### src/rtl/core/kreq_pkg.sv
`timescale 1ns / 1ps
`default_nettype none

package kreq_pkg;

  typedef enum logic [1:0] {
    REQ_ROTARY = 2'd0,
    REQ_SCAN   = 2'd1,
    REQ_READ   = 2'd2,
    REQ_NOP    = 2'd3
  } req_t;

  typedef enum logic [2:0] {
    REG_ROTARY_BASE = 3'd0,
    REG_KEY_BASE    = 3'd1,
    REG_SCAN_PERIOD = 3'd2,
    REG_HOLD_THRESH = 3'd3,
    REG_READ_EN     = 3'd4
  } reg_idx_t;

  typedef enum logic [1:0] {
    STEP_IDLE  = 2'd0,
    STEP_FIRST = 2'd1,
    STEP_BOTH  = 2'd2,
    STEP_LAST  = 2'd3
  } dec_step_t;

  // pin pair codes, pin_b in the upper bit
  localparam logic [1:0] BA_NONE = 2'b00;
  localparam logic [1:0] BA_A    = 2'b01;
  localparam logic [1:0] BA_B    = 2'b10;
  localparam logic [1:0] BA_AB   = 2'b11;

  localparam logic [7:0] RELEASE_FLAG = 8'h80;
  localparam logic [3:0] HOLD_MAX     = 4'd15;
  localparam int         KEY_IDX_W    = 3;
  localparam int         CFG_ADDR_W   = 5;
  localparam int         CFG_DATA_W   = 32;

  localparam logic [6:0] RST_ROTARY_BASE = 7'd0;
  localparam logic [6:0] RST_KEY_BASE    = 7'd2;
  localparam logic [7:0] RST_SCAN_PERIOD = 8'd10;
  localparam logic [7:0] RST_HOLD_THRESH = 8'd10;
  localparam logic       RST_READ_EN     = 1'b1;

  typedef struct packed {
    logic [6:0] rotary_base;
    logic [6:0] key_base;
    logic [7:0] scan_period;
    logic [7:0] hold_thresh;
    logic       read_en;
  } cfg_t;

  // one classified item on its way to the event fifo side
  typedef struct packed {
    logic       push_vld;
    logic [7:0] push_data;
    logic       rd_req;
    logic       rd_err;
    logic [7:0] cw_hits;
    logic [7:0] ccw_hits;
  } op_t;

endpackage

`default_nettype wire

### src/rtl/core/keypad_rotary_event_queue_core.sv
`timescale 1ns / 1ps
`default_nettype none

// Keypad and rotary encoder event unit. Each input transaction is a pin change, a key scan,
// a read or a no-op, and gives exactly one output transaction carrying the popped event byte
// (if any), a read error flag and both quick-repeat counters. The front end decodes and classifies
// one transaction per clock, which is also the sustained rate, while the output does not stall; a
// two-entry queue feeds the event fifo stage, which owns a single-port-per-side event store with
// registered read. Results pass the queue register and then the output register; a stalled output
// absorbs two more transactions before in_tready drops. No clearing pass is needed after reset.
module keypad_rotary_event_queue_core #(
  parameter int FIFO_DEPTH = 16,
  parameter int NUM_KEYS   = 8
) (
  input  wire logic        clk,
  input  wire logic        rst_n,
  input  wire logic        in_tvalid,
  output logic             in_tready,
  input  wire logic [23:0] in_tdata,   // pin_a, pin_b, key_levels[7:0], now_tick[7:0]
  input  wire logic [1:0]  in_tuser,   // req_type[1:0]
  output logic             out_tvalid,
  input  wire logic        out_tready,
  output logic [23:0]      out_tdata,  // read_data[7:0], cw_repeat_count[7:0], ccw_repeat_count[7:0]
  output logic [1:0]       out_tuser,  // read_valid, read_error
  input  wire logic        cfg_psel,
  input  wire logic        cfg_penable,
  input  wire logic        cfg_pwrite,
  input  wire logic [kreq_pkg::CFG_ADDR_W-1:0] cfg_paddr,
  input  wire logic [kreq_pkg::CFG_DATA_W-1:0] cfg_pwdata,
  output logic [kreq_pkg::CFG_DATA_W-1:0]      cfg_prdata,
  output logic             cfg_pready
);

  kreq_pkg::cfg_t     cfg_r;
  kreq_pkg::reg_idx_t reg_idx;
  logic               cfg_wr;

  kreq_pkg::op_t f_op, q_op;
  logic          f_vld, q_in_rdy, q_vld, b_rdy;
  logic [1:0]    q_cnt;
  logic          rd_vld, rd_err;
  logic [7:0]    rd_data, cw_hits, ccw_hits;

  assign cfg_pready = 1'b1;
  assign cfg_wr     = cfg_psel && cfg_penable && cfg_pwrite && cfg_pready;
  assign reg_idx    = kreq_pkg::reg_idx_t'(cfg_paddr[4:2]);

  always_ff @(posedge clk) begin
    if (!rst_n) begin
      cfg_r.rotary_base <= kreq_pkg::RST_ROTARY_BASE;
      cfg_r.key_base    <= kreq_pkg::RST_KEY_BASE;
      cfg_r.scan_period <= kreq_pkg::RST_SCAN_PERIOD;
      cfg_r.hold_thresh <= kreq_pkg::RST_HOLD_THRESH;
      cfg_r.read_en     <= kreq_pkg::RST_READ_EN;
    end else if (cfg_wr) begin
      case (reg_idx)
        kreq_pkg::REG_ROTARY_BASE: cfg_r.rotary_base <= cfg_pwdata[6:0];
        kreq_pkg::REG_KEY_BASE:    cfg_r.key_base    <= cfg_pwdata[6:0];
        kreq_pkg::REG_SCAN_PERIOD: cfg_r.scan_period <= cfg_pwdata[7:0];
        kreq_pkg::REG_HOLD_THRESH: cfg_r.hold_thresh <= cfg_pwdata[7:0];
        kreq_pkg::REG_READ_EN:     cfg_r.read_en     <= cfg_pwdata[0];
        default: begin
        end
      endcase
    end
  end

  always_comb begin
    case (reg_idx)
      kreq_pkg::REG_ROTARY_BASE: cfg_prdata = {25'd0, cfg_r.rotary_base};
      kreq_pkg::REG_KEY_BASE:    cfg_prdata = {25'd0, cfg_r.key_base};
      kreq_pkg::REG_SCAN_PERIOD: cfg_prdata = {24'd0, cfg_r.scan_period};
      kreq_pkg::REG_HOLD_THRESH: cfg_prdata = {24'd0, cfg_r.hold_thresh};
      kreq_pkg::REG_READ_EN:     cfg_prdata = {31'd0, cfg_r.read_en};
      default:                   cfg_prdata = '0;
    endcase
  end

  kreq_front #(
    .NUM_KEYS (NUM_KEYS)
  ) u_front (
    .clk        (clk),
    .rst_n      (rst_n),
    .cfg        (cfg_r),
    .in_vld     (in_tvalid),
    .in_req     (in_tuser),
    .pin_a      (in_tdata[0]),
    .pin_b      (in_tdata[1]),
    .key_levels (in_tdata[9:2]),
    .now_tick   (in_tdata[17:10]),
    .q_rdy      (q_in_rdy),
    .in_rdy     (in_tready),
    .op_vld     (f_vld),
    .op         (f_op)
  );

  kreq_opq u_opq (
    .clk     (clk),
    .rst_n   (rst_n),
    .in_vld  (f_vld),
    .in_op   (f_op),
    .in_rdy  (q_in_rdy),
    .out_vld (q_vld),
    .out_op  (q_op),
    .out_rdy (b_rdy),
    .cnt     (q_cnt)
  );

  kreq_back #(
    .FIFO_DEPTH (FIFO_DEPTH)
  ) u_back (
    .clk          (clk),
    .rst_n        (rst_n),
    .op_vld       (q_vld),
    .op           (q_op),
    .op_rdy       (b_rdy),
    .out_vld      (out_tvalid),
    .out_rdy      (out_tready),
    .out_rd_vld   (rd_vld),
    .out_rd_data  (rd_data),
    .out_rd_err   (rd_err),
    .out_cw_hits  (cw_hits),
    .out_ccw_hits (ccw_hits)
  );

  assign out_tdata = {ccw_hits, cw_hits, rd_data};
  assign out_tuser = {rd_err, rd_vld};

  a_queue_bound: assert property (@(posedge clk) disable iff (!rst_n)
    q_cnt != 2'd3)
    else $error("op queue count out of range");

  a_full_only_when_stalled: assert property (@(posedge clk) disable iff (!rst_n)
    !in_tready |-> (out_tvalid && q_cnt == 2'd2))
    else $error("input stalled without a stalled output");

  a_read_flags_exclusive: assert property (@(posedge clk) disable iff (!rst_n)
    out_tvalid |-> !(out_tuser[0] && out_tuser[1]))
    else $error("read result both valid and in error");

endmodule

`default_nettype wire

### src/rtl/core/kreq_ram.sv
`timescale 1ns / 1ps
`default_nettype none

module kreq_ram #(
  parameter int WIDTH = 8,
  parameter int DEPTH = 16,
  localparam int AW = (DEPTH > 1) ? $clog2(DEPTH) : 1
) (
  input  wire logic             clk,
  input  wire logic             we,
  input  wire logic [AW-1:0]    waddr,
  input  wire logic [WIDTH-1:0] wdata,
  input  wire logic             re,
  input  wire logic [AW-1:0]    raddr,
  output logic      [WIDTH-1:0] rdata
);

  logic [WIDTH-1:0] mem [DEPTH];

  always_ff @(posedge clk) begin
    if (we) begin
      mem[waddr] <= wdata;
    end
    if (re) begin
      rdata <= mem[raddr];
    end
  end

endmodule

`default_nettype wire

### src/rtl/core/kreq_front.sv
`timescale 1ns / 1ps
`default_nettype none

module kreq_front #(
  parameter int NUM_KEYS = 8
) (
  input  wire logic            clk,
  input  wire logic            rst_n,
  input  wire kreq_pkg::cfg_t  cfg,
  input  wire logic            in_vld,
  input  wire logic [1:0]      in_req,
  input  wire logic            pin_a,
  input  wire logic            pin_b,
  input  wire logic [7:0]      key_levels,
  input  wire logic [7:0]      now_tick,
  input  wire logic            q_rdy,
  output logic                 in_rdy,
  output logic                 op_vld,
  output kreq_pkg::op_t        op
);

  kreq_pkg::dec_step_t step_r, step_nxt;
  logic       dir_r, dir_nxt;
  logic [7:0] cw_last_r, cw_last_nxt;
  logic [7:0] ccw_last_r, ccw_last_nxt;
  logic [7:0] cw_hits_r, cw_hits_nxt;
  logic [7:0] ccw_hits_r, ccw_hits_nxt;
  logic       busy_r, busy_nxt;
  logic [kreq_pkg::KEY_IDX_W-1:0] akey_r, akey_nxt;
  logic [3:0] hold_r, hold_nxt;
  logic [7:0] check_r, check_nxt;

  logic       acc, rot, scan, turn_done;
  logic [1:0] ba;
  logic       found;
  logic [kreq_pkg::KEY_IDX_W-1:0] fidx;
  logic [7:0] key_id, cw_dt, ccw_dt, chk_dt;
  logic       key_push;
  logic [7:0] key_data;

  assign acc    = in_vld && q_rdy;
  assign in_rdy = q_rdy;
  assign op_vld = acc;
  assign ba     = {pin_b, pin_a};
  assign rot    = acc && (in_req == kreq_pkg::REQ_ROTARY);
  assign scan   = acc && (in_req == kreq_pkg::REQ_SCAN) && cfg.read_en;

  // quadrature step sequencer
  always_comb begin
    step_nxt = step_r;
    dir_nxt  = dir_r;
    if (rot) begin
      case (step_r)
        kreq_pkg::STEP_IDLE: begin
          if (ba == kreq_pkg::BA_A) begin
            dir_nxt  = 1'b0;
            step_nxt = kreq_pkg::STEP_FIRST;
          end else if (ba == kreq_pkg::BA_B) begin
            dir_nxt  = 1'b1;
            step_nxt = kreq_pkg::STEP_FIRST;
          end
        end
        kreq_pkg::STEP_FIRST: begin
          step_nxt = (ba == kreq_pkg::BA_AB) ? kreq_pkg::STEP_BOTH : kreq_pkg::STEP_IDLE;
        end
        kreq_pkg::STEP_BOTH: begin
          if ((ba == kreq_pkg::BA_B && !dir_r) || (ba == kreq_pkg::BA_A && dir_r)) begin
            step_nxt = kreq_pkg::STEP_LAST;
          end else begin
            step_nxt = kreq_pkg::STEP_IDLE;
          end
        end
        kreq_pkg::STEP_LAST: begin
          step_nxt = kreq_pkg::STEP_IDLE;
        end
        default: begin
          step_nxt = kreq_pkg::STEP_IDLE;
        end
      endcase
    end
  end

  assign turn_done = rot && (step_r == kreq_pkg::STEP_LAST) && (ba == kreq_pkg::BA_NONE)
                     && !busy_r;

  // repeat-hit counters
  assign cw_dt  = now_tick - cw_last_r;
  assign ccw_dt = now_tick - ccw_last_r;

  always_comb begin
    cw_hits_nxt  = cw_hits_r;
    ccw_hits_nxt = ccw_hits_r;
    cw_last_nxt  = cw_last_r;
    ccw_last_nxt = ccw_last_r;
    if (turn_done && !dir_r) begin
      cw_hits_nxt = (cw_dt < cfg.scan_period) ? cw_hits_r + 8'd1 : 8'd0;
      cw_last_nxt = now_tick;
    end
    if (turn_done && dir_r) begin
      ccw_hits_nxt = (ccw_dt < cfg.scan_period) ? ccw_hits_r + 8'd1 : 8'd0;
      ccw_last_nxt = now_tick;
    end
  end

  // lowest pressed key
  always_comb begin
    found = 1'b0;
    fidx  = '0;
    for (int i = NUM_KEYS - 1; i >= 0; i--) begin
      if (key_levels[i]) begin
        found = 1'b1;
        fidx  = kreq_pkg::KEY_IDX_W'(i);
      end
    end
  end

  assign chk_dt = now_tick - check_r;
  assign key_id = {1'b0, cfg.key_base} + {5'b0, akey_r};

  always_comb begin
    busy_nxt  = busy_r;
    akey_nxt  = akey_r;
    hold_nxt  = hold_r;
    check_nxt = check_r;
    key_push  = 1'b0;
    key_data  = key_id;
    if (scan) begin
      if (!busy_r) begin
        if (found) begin
          busy_nxt  = 1'b1;
          akey_nxt  = fidx;
          check_nxt = now_tick;
          key_push  = 1'b1;
          key_data  = {1'b0, cfg.key_base} + {5'b0, fidx};
        end
      end else if (chk_dt >= cfg.scan_period) begin
        check_nxt = now_tick;
        if (key_levels[akey_r]) begin
          if (hold_r != kreq_pkg::HOLD_MAX) begin
            hold_nxt = hold_r + 4'd1;
          end
          key_push = ({4'b0, hold_nxt} > cfg.hold_thresh);
        end else begin
          busy_nxt = 1'b0;
          hold_nxt = '0;
          key_push = 1'b1;
          key_data = key_id | kreq_pkg::RELEASE_FLAG;
        end
      end
    end
  end

  always_comb begin
    op.push_vld  = turn_done || key_push;
    op.push_data = turn_done ? ({1'b0, cfg.rotary_base} + {7'b0, dir_r}) : key_data;
    op.rd_req    = (in_req == kreq_pkg::REQ_READ) && cfg.read_en;
    op.rd_err    = (in_req == kreq_pkg::REQ_READ) && !cfg.read_en;
    op.cw_hits   = cw_hits_nxt;
    op.ccw_hits  = ccw_hits_nxt;
  end

  always_ff @(posedge clk) begin
    if (!rst_n) begin
      step_r     <= kreq_pkg::STEP_IDLE;
      dir_r      <= 1'b0;
      cw_last_r  <= '0;
      ccw_last_r <= '0;
      cw_hits_r  <= '0;
      ccw_hits_r <= '0;
      busy_r     <= 1'b0;
      akey_r     <= '0;
      hold_r     <= '0;
      check_r    <= '0;
    end else begin
      step_r     <= step_nxt;
      dir_r      <= dir_nxt;
      cw_last_r  <= cw_last_nxt;
      ccw_last_r <= ccw_last_nxt;
      cw_hits_r  <= cw_hits_nxt;
      ccw_hits_r <= ccw_hits_nxt;
      busy_r     <= busy_nxt;
      akey_r     <= akey_nxt;
      hold_r     <= hold_nxt;
      check_r    <= check_nxt;
    end
  end

endmodule

`default_nettype wire

### src/rtl/core/kreq_opq.sv
`timescale 1ns / 1ps
`default_nettype none

module kreq_opq (
  input  wire logic           clk,
  input  wire logic           rst_n,
  input  wire logic           in_vld,
  input  wire kreq_pkg::op_t  in_op,
  output logic                in_rdy,
  output logic                out_vld,
  output kreq_pkg::op_t       out_op,
  input  wire logic           out_rdy,
  output logic [1:0]          cnt
);

  kreq_pkg::op_t ent_r [2];
  logic       wr_idx_r, rd_idx_r;
  logic [1:0] cnt_r, cnt_nxt;
  logic       push, pop;

  assign in_rdy  = (cnt_r != 2'd2);
  assign out_vld = (cnt_r != 2'd0);
  assign out_op  = ent_r[rd_idx_r];
  assign cnt     = cnt_r;
  assign push    = in_vld && in_rdy;
  assign pop     = out_vld && out_rdy;

  always_comb begin
    cnt_nxt = cnt_r;
    if (push && !pop) begin
      cnt_nxt = cnt_r + 2'd1;
    end else if (pop && !push) begin
      cnt_nxt = cnt_r - 2'd1;
    end
  end

  always_ff @(posedge clk) begin
    if (push) begin
      ent_r[wr_idx_r] <= in_op;
    end
  end

  always_ff @(posedge clk) begin
    if (!rst_n) begin
      wr_idx_r <= 1'b0;
      rd_idx_r <= 1'b0;
      cnt_r    <= '0;
    end else begin
      cnt_r <= cnt_nxt;
      if (push) begin
        wr_idx_r <= !wr_idx_r;
      end
      if (pop) begin
        rd_idx_r <= !rd_idx_r;
      end
    end
  end

endmodule

`default_nettype wire

### src/rtl/core/kreq_back.sv
`timescale 1ns / 1ps
`default_nettype none

module kreq_back #(
  parameter int FIFO_DEPTH = 16
) (
  input  wire logic           clk,
  input  wire logic           rst_n,
  input  wire logic           op_vld,
  input  wire kreq_pkg::op_t  op,
  output logic                op_rdy,
  output logic                out_vld,
  input  wire logic           out_rdy,
  output logic                out_rd_vld,
  output logic [7:0]          out_rd_data,
  output logic                out_rd_err,
  output logic [7:0]          out_cw_hits,
  output logic [7:0]          out_ccw_hits
);

  localparam int PTR_W = (FIFO_DEPTH > 1) ? $clog2(FIFO_DEPTH) : 1;
  localparam logic [PTR_W-1:0] PTR_LAST = PTR_W'(FIFO_DEPTH - 1);
  localparam logic [PTR_W-1:0] PTR_ONE  = PTR_W'(1);

  logic [PTR_W-1:0] wp_r, rp_r, wp_inc, rp_inc;
  logic             fire, full, empty, we, re;
  logic [7:0]       rdata;
  logic             vld_r, rdv_r, err_r;
  logic [7:0]       cw_r, ccw_r;

  assign wp_inc = (wp_r == PTR_LAST) ? '0 : wp_r + PTR_ONE;
  assign rp_inc = (rp_r == PTR_LAST) ? '0 : rp_r + PTR_ONE;
  assign full   = (wp_inc == rp_r);
  assign empty  = (wp_r == rp_r);

  assign op_rdy = !vld_r || out_rdy;
  assign fire   = op_vld && op_rdy;
  assign we     = fire && op.push_vld && !full;
  assign re     = fire && op.rd_req && !empty;

  kreq_ram #(
    .WIDTH (8),
    .DEPTH (FIFO_DEPTH)
  ) u_store (
    .clk   (clk),
    .we    (we),
    .waddr (wp_r),
    .wdata (op.push_data),
    .re    (re),
    .raddr (rp_r),
    .rdata (rdata)
  );

  always_ff @(posedge clk) begin
    if (!rst_n) begin
      wp_r  <= '0;
      rp_r  <= '0;
      vld_r <= 1'b0;
    end else begin
      if (we) begin
        wp_r <= wp_inc;
      end
      if (re) begin
        rp_r <= rp_inc;
      end
      if (fire) begin
        vld_r <= 1'b1;
      end else if (out_rdy) begin
        vld_r <= 1'b0;
      end
    end
  end

  always_ff @(posedge clk) begin
    if (fire) begin
      rdv_r <= re;
      err_r <= op.rd_err;
      cw_r  <= op.cw_hits;
      ccw_r <= op.ccw_hits;
    end
  end

  assign out_vld      = vld_r;
  assign out_rd_vld   = rdv_r;
  assign out_rd_data  = rdv_r ? rdata : 8'd0;
  assign out_rd_err   = err_r;
  assign out_cw_hits  = cw_r;
  assign out_ccw_hits = ccw_r;

endmodule

`default_nettype wire
### config.mk
export PLATFORM = sky130hd
export DESIGN_NAME = keypad_rotary_event_queue_core
export DESIGN_NICKNAME = d
export VERILOG_FILES = /design/src/rtl/core/kreq_pkg.sv /design/src/rtl/core/keypad_rotary_event_queue_core.sv /design/src/rtl/core/kreq_ram.sv /design/src/rtl/core/kreq_front.sv /design/src/rtl/core/kreq_opq.sv /design/src/rtl/core/kreq_back.sv
export SDC_FILE = /design/constraint.sdc
export NUM_CORES = 1
export LEC_CHECK = 0
export ABC_AREA = 1
export BUFFER_PORTS_ARGS = -buffer_cell sky130_fd_sc_hd__buf_2
export CAP_MARGIN = 10
export CORE_MARGIN = 1.5
export CORE_UTILIZATION = 50
export CTS_BUF_LIST = sky130_fd_sc_hd__clkbuf_16
export DETAILED_ROUTE_END_ITERATION = 10
export MAX_ROUTING_LAYER = met4
export PLACE_DENSITY_LB_ADDON = 0.3
export SETUP_SLACK_MARGIN = 0.5
export SYNTH_ARGS = -nofsm -noshare
export SYNTH_HDL_FRONTEND = slang
export SYNTH_HIERARCHICAL = 1
export SYNTH_SLANG_ARGS = --single-unit
### constraint.sdc
create_clock -name clk -period 3.3 [get_ports clk]
set_input_delay 0.99 -clock clk [delete_from_list [all_inputs] [get_ports clk]]
set_output_delay 0.99 -clock clk [all_outputs]
set_load 0.01 [all_outputs]
==> results.ini <==
[global_routing]
grt_util_all_layers_pct = 22.2
grt_max_degree = 47
grt_pass1_vias = 11700
overflow = 0
grt_pass1_wl_mm = 57.0
grt_antenna_before_repair = 4

[final_layout]
largest_reg_flops = 128
fin_util_pct = 60.1
layout.nets = 2104
drive_above_1_share_pct = 18.7
final_cell_area_mm2 = 0.0189
areaGrowthSynthToFinish_pct = 18.3
top_register = u_back/u_store/mem
reg_top3 = u_back/u_store/mem (128), u_opq/ent_r (54), cfg_r (31)

[pwr]
netSwitchingPower_mw = 3.76
powerDensity_mw_per_mm2 = 636
worst_ir_drop_vdd_v = 0.000330
comb_power_share_pct = 25.8
clockPowerShare_pct = 32.7
power_leakage_nw = 8.47
swShare_pct = 31.3
p_seq_share_pct = 41.5
power_mw = 12.0
power.internal_mw = 8.26

[yosys]
yosysSeqAreaShare_pct = 51.1
yosys.area.top_type = edfxtp_1
synth.distinct_cells = 44
syn-cell-area_mm2 = 0.0160
synth_ff_type = edfxtp_1
synth.top_cell.area_share_pct = 39.1
yosys_warnings = 6
synthTopCellsByCount = nand2_1 (438), inv_1 (292), nand3_1 (213), edfxtp_1 (208), nor2_1 (150)
synth-edff-count = 208
synth-seq-cells = 304
synthMostInstantiatedCell = nand2_1
syn_inst = 1822
synth_area_leaders = edfxtp_1 (39%), dfxtp_1 (12%), nand2_1 (10%), inv_1 (6.9%), nand3_1 (6.7%)
async_reset_ff_share_pct = 0
syn_avg_cell_area_um2 = 8.77

[floorplanning]
io_pins = 131
chipWidth_um = 182
num_rows = 65
initial_core_util_pct = 50.7
core_mm2 = 0.0315
dieArea_mm2 = 0.0330
die_h_um = 182

[timing]
rsz0062_at_grt = true
period_share_pct = 87.5
fmax_ghz = 0.346
maxSlewHeadroom_pct = 35.4
drv_slew = 0
setup_viol = 0
layout_min_cycle_time_ps = 2890
fin_worst_skew_ps = 24.0
hold_viol_final = 0
tightest_slew_ps = 968

[cts]
clockBufferDepth = 3
clock_sinks = 304
path_clk_slew_ps = 60
cts_tree = built
cts-root-buf = clkbuf_16
ctsHtreeMaxLevel = 2
clk_latency_ps = 520
cts_inserted_buffers = 35

[critical_path]
crit_end = cfg_prdata[1]
worst_r2r_path_depth = 10
critPathBufInv = 4
ff2ff_setup_slack_ps = 660
endpoint_kind = output pin
cp-startpoint = cfg_paddr[4]
crit-reg2reg-launch = u_back/wp_r[0]
cp.required_ps = 2310
critPathTopFamily = simple AND/OR/NAND/NOR gates
cp.arrival_ps = 1900
worstPathMaxFanout = 8
worst_setup_path_start_kind = input port
max_stage_delay_ps = 180
r2r-end = u_back/u_store/mem[7][6]
worst-path-stages = 8
crit_slowest_cell = nand3_4
path_cells = buf_8 -> inv_4 -> buf_6 -> nand3_4 -> nor2_2 -> nor2_1 -> nand3_1 -> buf_2
path_class = in2out

[routing]
vias = 12300
antenna_left = 0
finalWirelength_mm = 36.2
drtIter0Drc = 812
viasPerCell = 5.13
routedWlPerCell_um = 15.1
remaining_drc_errors = 0
first_pass_iters = 5

[place]
routabilityCongestion = 0.874
dp_hpwl_mm = 24.2
place_area_mm2 = 0.0170
port_buffers = 73

[run_status]
status = complete, no violations

[job]
cap_violations = 0

[worst_hold_path]
hold_class = reg2reg

-- power by group through the flow --
stage	registers [mW]	logic [mW]	clock network, mW
floorplan	5.02	2.20	0
global placement	5.06	2.90	0
detailed placement	5.07	2.98	0
CTS	4.99	3.05	4.01
global route	5.03	3.41	4.18
finish	4.99	3.10	3.93
-- placed cells by master, fill, tap and decap left out, types with 20 or more instances in the layout --
cell type,n
nand2_1,417
inv_1,288
edfxtp_1,208
nand3_1,197
nor2_1,137
dfxtp_1,95
buf_4,80
buf_2,65
a21oi_1,58
ha_1,58
o21ai_0,38
clkbuf_16,37
nand4_1,29
conb_1,25
xor2_1,24
a21oi_2,21
mux2_4,20
-- metrics by stage --
step / TNS (ps) / instances / setup slack, ps / hold WS, ps
floorplan: 0 / 1845 / 175 / 433
global placement: -4960 / 2306 / -162 / 448
detailed placement: -7230 / 2306 / -184 / 452
CTS: 0 / 2386 / 431 / 461
global route: 0 / 2397 / 333 / 482
finish: 0 / 2397 / 412 / 457
-- worst min-delay path: stages (launching register included) --
cell	delay, ps
dfxtp_1	300
inv_1	60
a21oi_1	50
-- logic make-up (layout without fill, tap and decap cells) --
| logic type | count (synthesis) | after routing | share of synthesized area [%] |
|---|---|---|---|
| AOI/OAI and AO/OA | 141 | 141 | 4.66 |
| DFF | 304 | 304 | 51.1 |
| and+or+nand+nor | 861 | 861 | 23.3 |
| other | 2 | 29 | 0.0470 |
| buffers and inverters | 379 | 525 | 10.7 |
| adders and majority gates | 70 | 70 | 5.72 |
| muxes | 27 | 27 | 2.37 |
| xor gates and xnor gates | 38 | 38 | 2.08 |
-- what timing repair did --
item | 4_1_cts | 5_1_grt
pin swaps | 28 | 45
resized for setup | 60 | 71
setup endpoints to repair | 64 | 76
buffers inserted | 14 | 6
gates cloned | 2 | 1
hold buffers | 0 | 0
-- layer usage --
layer  part of all wire (%)  up-vias  track usage, %
met3                    5.0       81            3.53
met5                      0        -               -
met4                    3.0        0            7.07
li1                       -     6147               -
met1                     42     5794            26.8
met2                     50      286            38.1
-- worst min path at each step --
stage               cells after the start             startpoint                     to  slack (ps)
finish                                  2   u_front/cw_last_r[3]   u_front/cw_last_r[3]         460
global route                            2   u_front/cw_last_r[4]   u_front/cw_last_r[4]         480
CTS                                     2   u_front/cw_last_r[3]   u_front/cw_last_r[3]         460
detailed placement                      2   u_front/cw_last_r[3]   u_front/cw_last_r[3]         450
global placement                        2  u_front/ccw_last_r[3]  u_front/ccw_last_r[3]         450
floorplan                               2   u_front/cw_last_r[3]   u_front/cw_last_r[3]         430
-- cell type report --
type	count	area (um2)
multi-input cells	1162	6710
well taps	402	503
fillers	2601	12600
flip-flops and latches	304	8170
diodes	4	10.0
clock buffers	36	901
repair buffers	164	1180
inverters	297	1140
clock inverters	28	282
Power figures use the tool's default switching activity.
